## config.mk

```make
export PLATFORM = sky130hd
export DESIGN_NAME = iklpm_ctrl
export DESIGN_NICKNAME = d
export VERILOG_FILES = /design/src/hw/rtl/iklpm_pkg.sv /design/src/hw/rtl/iklpm_ctrl.sv
export SDC_FILE = /design/constraint.sdc
export NUM_CORES = 1
export LEC_CHECK = 0
export BUFFER_PORTS_ARGS = -buffer_cell sky130_fd_sc_hd__buf_2
export CORE_AREA = 5 5 42 44
export DETAILED_ROUTE_END_ITERATION = 7
export DIE_AREA = 0 0 47 49
export SLEW_MARGIN = 40
export SYNTH_ARGS = -nofsm -noshare
export SYNTH_HDL_FRONTEND = slang
export SYNTH_SLANG_ARGS = --single-unit
```

## constraint.sdc

```tcl
create_clock -name i_clk -period 1.25 [get_ports i_clk]
set_input_delay 0.1875 -clock i_clk [delete_from_list [all_inputs] [get_ports i_clk]]
set_output_delay 0.1875 -clock i_clk [all_outputs]
set_load 0.05 [all_outputs]
```

## src/hw/rtl/iklpm_pkg.sv

```systemverilog
// Shared types, codes and defaults for the integer-key linear-probe map.
package iklpm_pkg;

    localparam int SLOTS_DEF      = 1024;
    localparam int VALUE_BITS_DEF = 32;
    localparam int KEY_W          = 32;
    localparam int VAL_W          = 32;

    // operation codes
    localparam logic [1:0] KIND_INSERT = 2'd0;
    localparam logic [1:0] KIND_GET    = 2'd1;
    localparam logic [1:0] KIND_REMOVE = 2'd2;
    localparam logic [1:0] KIND_NONE   = 2'd3;

    // result status codes
    localparam logic [1:0] ST_OK        = 2'd0;
    localparam logic [1:0] ST_NOT_FOUND = 2'd1;
    localparam logic [1:0] ST_FULL      = 2'd2;
    localparam logic [1:0] ST_NULL      = 2'd3;

    typedef struct packed {
        logic [1:0]              kind;
        logic signed [KEY_W-1:0] key;
        logic [VAL_W-1:0]        value;
    } t_in;

    typedef struct packed {
        logic [1:0]       status;
        logic [VAL_W-1:0] value_out;
    } t_out;

    // controller -> datapath
    typedef struct packed {
        logic       clr_step;
        logic       load_item;
        logic       rd;
        logic       probe_next;
        logic       write_ins;
        logic       write_rem;
        logic       set_res;
        logic       take_value;
        logic [1:0] res_status;
        logic       push;
    } t_cmd;

    // datapath -> controller
    typedef struct packed {
        logic       clr_done;
        logic       quick;
        logic [1:0] quick_status;
        logic       hit;
        logic       last;
        logic [1:0] kind;
    } t_sts;

endpackage

```

## src/hw/rtl/iklpm_ctrl.sv

```systemverilog
// Sequencer: clearing pass, item intake, probe loop and result hand-off.
module iklpm_ctrl (
    input  logic              i_clk,
    input  logic              i_rst_n,
    input  logic              i_in_valid,
    output logic              o_in_stall,
    output logic              o_out_valid,
    input  logic              i_out_stall,
    input  iklpm_pkg::t_sts   i_sts,
    output iklpm_pkg::t_cmd   o_cmd
);

    localparam logic [2:0] S_CLEAR = 3'd0;
    localparam logic [2:0] S_IDLE  = 3'd1;
    localparam logic [2:0] S_READ  = 3'd2;
    localparam logic [2:0] S_CHECK = 3'd3;
    localparam logic [2:0] S_DONE  = 3'd4;

    logic [2:0]      r_state, n_state;
    logic            r_out_valid;
    iklpm_pkg::t_cmd cmd;

    always_comb begin
        n_state = r_state;
        cmd     = '0;
        unique case (r_state)
            S_CLEAR: begin
                cmd.clr_step = 1'b1;
                if (i_sts.clr_done) begin
                    n_state = S_IDLE;
                end
            end
            S_IDLE: begin
                if (i_in_valid) begin
                    cmd.load_item = 1'b1;
                    if (i_sts.quick) begin
                        cmd.set_res    = 1'b1;
                        cmd.res_status = i_sts.quick_status;
                        n_state        = S_DONE;
                    end else begin
                        n_state = S_READ;
                    end
                end
            end
            S_READ: begin
                cmd.rd  = 1'b1;
                n_state = S_CHECK;
            end
            S_CHECK: begin
                if (i_sts.hit) begin
                    cmd.set_res    = 1'b1;
                    cmd.res_status = iklpm_pkg::ST_OK;
                    cmd.write_ins  = (i_sts.kind == iklpm_pkg::KIND_INSERT);
                    cmd.take_value = (i_sts.kind == iklpm_pkg::KIND_GET);
                    cmd.write_rem  = (i_sts.kind == iklpm_pkg::KIND_REMOVE);
                    n_state        = S_DONE;
                end else if (i_sts.last) begin
                    cmd.set_res    = 1'b1;
                    cmd.res_status = iklpm_pkg::ST_NOT_FOUND;
                    n_state        = S_DONE;
                end else begin
                    cmd.probe_next = 1'b1;
                    n_state        = S_READ;
                end
            end
            S_DONE: begin
                // output register free, or its beat is taken this cycle
                if (!r_out_valid || !i_out_stall) begin
                    cmd.push = 1'b1;
                    n_state  = S_IDLE;
                end
            end
            default: n_state = S_CLEAR;
        endcase
    end

    always_ff @(posedge i_clk) begin
        if (!i_rst_n) begin
            r_state     <= S_CLEAR;
            r_out_valid <= 1'b0;
        end else begin
            r_state <= n_state;
            if (cmd.push) begin
                r_out_valid <= 1'b1;
            end else if (!i_out_stall) begin
                r_out_valid <= 1'b0;
            end
        end
    end

    assign o_in_stall  = (r_state != S_IDLE);
    assign o_out_valid = r_out_valid;
    assign o_cmd       = cmd;

endmodule

```

==> summary.txt <==
Outcome
  – Status: finished, violations left
  – Violations in the final reports: negative setup slack

Critical path
  – CP top delay family: simple AND/OR/NAND/NOR gates
  – Worst R2R Path Depth: 4
  – Crit Reg-Reg Endpoint: r_state[0]
  – CP bufs+invs: 1
  – CP max-delay cell: and4bb_4
  – Setup crit end: o_cmd[2]
  – Worst path arrival time: 1340 ps
  – Cells along the critical path: and4bb_4, and3_4, buf_8
  – Worst setup SP type: flip-flop
  – R2r startpoint: r_state[2]
  – CP max FO: 5
  – Crit path capture type: primary output
  – Critical path class: reg2out
  – Levels on crit path: 3
  – Crit. Startpoint: r_state[1]
  – FF-to-FF setup slack: 70 ps
  – CP peak stage delay: 400 ps
  – Worst path required time: 1060 ps

Logic synthesis
  – Sequential element share of the synthesized area: 24.9%
  – Synthesized Nets: 53
  – Synth Area per Inst: 7.84 um^2
  – Yosys warning total: 0
  – Synth unique cells: 23
  – Synthesized cell area: 322 um^2
  – Cells after synthesis: 41
  – Number of synthesized register bits: 4

Placement
  – Port Buffers: 24
  – Placer Congestion: 0.754
  – Area after DPL: 612 um^2
  – Detailed placement HPWL: 888 um
  – DP Worst Slack: -99.0 ps

STA
  – Final setup margin: -280 ps
  – Final setup vio count: 11
  – Tcrit/Tclk final: 122%
  – Setup Skew: 4.89 ps
  – Fmax: 0.654 GHz
  – Slew margin rel.: 82.1%
  – Pins Over Slew Limit: 0
  – Fin. Hold Viols: 0
  – Slew @ Worst Pin: 268 ps
  – Final min period: 1530 ps
  – RSZ-0062 raised after global routing: yes

Die
  – # IOs: 25
  – Die height: 49 um
  – Row cnt: 14
  – Die ar.: 0.00230 mm^2
  – Core ar.: 0.00140 mm^2
  – Horiz. Die Dim: 47 um
  – Initial Utilization: 22.9%

GRT
  – First-pass GRT wire length: 2020 um
  – GRT Residual Overflow: 0
  – Vias in the first global route: 469
  – Largest net degree at the start of global routing: 7
  – Initial antenna violation count: 0
  – GRT Total Usage: 12.3%

Clock tree
  – Worst skew pair latency: 240 ps
  – Clk root buf: clkbuf_4
  – CTS buffer count: 3
  – CTS Hold Bufs: 0
  – Max Root-Sink Buffers: 2
  – CTS tree: done
  – Worst-path clk slew: 30 ps
  – H-tree depth: 1
  – Clock sink total: 4

Finish
  – Most frequent cells in the layout: 14 x buf_6, 13 x buf_2, 9 x buf_4
  – P&R area growth vs syn: 160%
  – Multi-input gate area: 343 um^2
  – Commonest non-fill, non-tap cell in the layout: buf_6
  – Register area: 91.3 um^2
  – Antenna diodes: 0
  – Layout cells sized above 1: 80.0%
  – Fill cell count: 130
  – Design area: 835 um^2
  – Nets@finish: 94

Routing
  – Via-to-Cell Ratio: 4.91
  – Drt total wl: 1280 um
  – Starting DRC count in detailed routing: 5
  – Remaining DRCs: 0
  – First-pass DRT Iterations: 4
  – Wire length per cell: 13.3 um
  – DR vias: 471
  – Final ANT Viol Nets: 0

Pwr
  – VDD IR max: 0.523 mV
  – PD cells: 658 mW/mm^2
  – Leakage power: 0.000360 uW

Hold path
  – Worst Hold Class: in2reg

Run
  – Max Cap Viol: 0
## synthesized netlist by cell type
| master | count | area (um^2) |
|---|---|---|
| clkbuf_2 | 1 | 5.00 |
| nand2_1 | 2 | 7.51 |
| a21boi_2 | 1 | 11.3 |
| nor3b_1 | 2 | 15.0 |
| buf_4 | 1 | 7.51 |
| o21ai_0 | 3 | 15.0 |
| a21oi_1 | 1 | 5.00 |
| dfxtp_1 | 4 | 80.1 |
| nand3b_1 | 1 | 7.51 |
| a21boi_0 | 1 | 7.51 |
| nand3_1 | 2 | 10.0 |
| a22oi_1 | 1 | 7.51 |
| nand2b_1 | 1 | 6.26 |
| nand4_1 | 2 | 12.5 |
| o41ai_2 | 1 | 16.3 |
| and4bb_4 | 1 | 16.3 |
| nor2_1 | 4 | 15.0 |
| inv_1 | 4 | 15.0 |
| buf_6 | 1 | 11.3 |
| a2bb2oi_2 | 1 | 15.0 |
| nor3_1 | 4 | 20.0 |
| a32oi_1 | 1 | 8.76 |
| and3_1 | 1 | 6.26 |
## kinds of logic (layout without fill, tap and decap cells)
| kind of cell | Yosys count | in the layout | share of synthesized area [%] |
|---|---|---|---|
| buf+inv | 7 | 46 | 12.1 |
| compound gates | 10 | 10 | 26.8 |
| simple gates | 20 | 20 | 36.2 |
| flops | 4 | 4 | 24.9 |
## worst min path at each step
| stage | from | endpoint | cells after the start |
|---|---|---|---|
| global placement | i_rst_n | r_state[0] | 3 |
| global route | i_rst_n | r_state[0] | 3 |
| floorplan | i_rst_n | r_state[0] | 2 |
| detailed placement | i_rst_n | r_state[1] | 3 |
| finish | i_rst_n | r_state[1] | 3 |
| CTS | i_rst_n | r_state[0] | 3 |
## power breakdown
group,leakage [uW],total (uW),internal (uW),switching [uW]
clock,0.0000138,161,107,53.8
combinational,0.000311,247,107,139
sequential,0.0000347,141,132,9.00
total,0.000360,549,347,202
## flip-flops by register name (all words and copies together) (netlist names)
name and cells:
o_out_valid 1, r_state 3
## metal layers
metal | global-route usage, % | part of all wire, % | routed length, um | vias up
li1 | - | - | - | 230
met1 | 12.9 | 32 | 414 | 217
met2 | 21.3 | 57 | 732 | 19
met3 | 1.48 | 7.8 | 100 | 5
met4 | 8.29 | 2.1 | 27 | 0
met5 | 0 | 0 | 0 | -
## through the flow
step | util, % | hold slack [ps] | std cells | setup TNS, ps | power, uW
3_3_place_gp | 43.7 | 460 | 89 | -362 | 332
6_report | 59.6 | 209 | 96 | -1890 | 549
5_1_grt | 59.6 | 216 | 96 | -2370 | 578
2_1_floorplan | - | 310 | 41 | -1310 | 264
3_5_place_dp | 43.7 | 463 | 89 | -497 | 334
4_1_cts | 55.4 | 206 | 94 | -1780 | 537
## area by class of cell
| cell class | instances | share of cell area (%) |
|---|---|---|
| inverters | 4 | 2.70 |
| flip-flops and latches | 4 | 10.9 |
| multi-input cells | 30 | 41.1 |
| clock buffers | 3 | 2.70 |
| repair buffers | 39 | 40.2 |
| well taps | 16 | 2.40 |
## worst reg2reg max path, delay by kind of cell, from the launching register on
kind / cells / cell delay [ps]
compound gates: 1 / 360
flops: 1 / 350
buf+inv: 2 / 260
simple gates: 1 / 90
## repair_timing
action / in CTS / in global routing
setup endpoints to repair: 12 / 12
buffers inserted: 2 / 2
pin swaps: 3 / 4
gates resized for setup: 40 / 8
(Power assumes the default switching activity.)
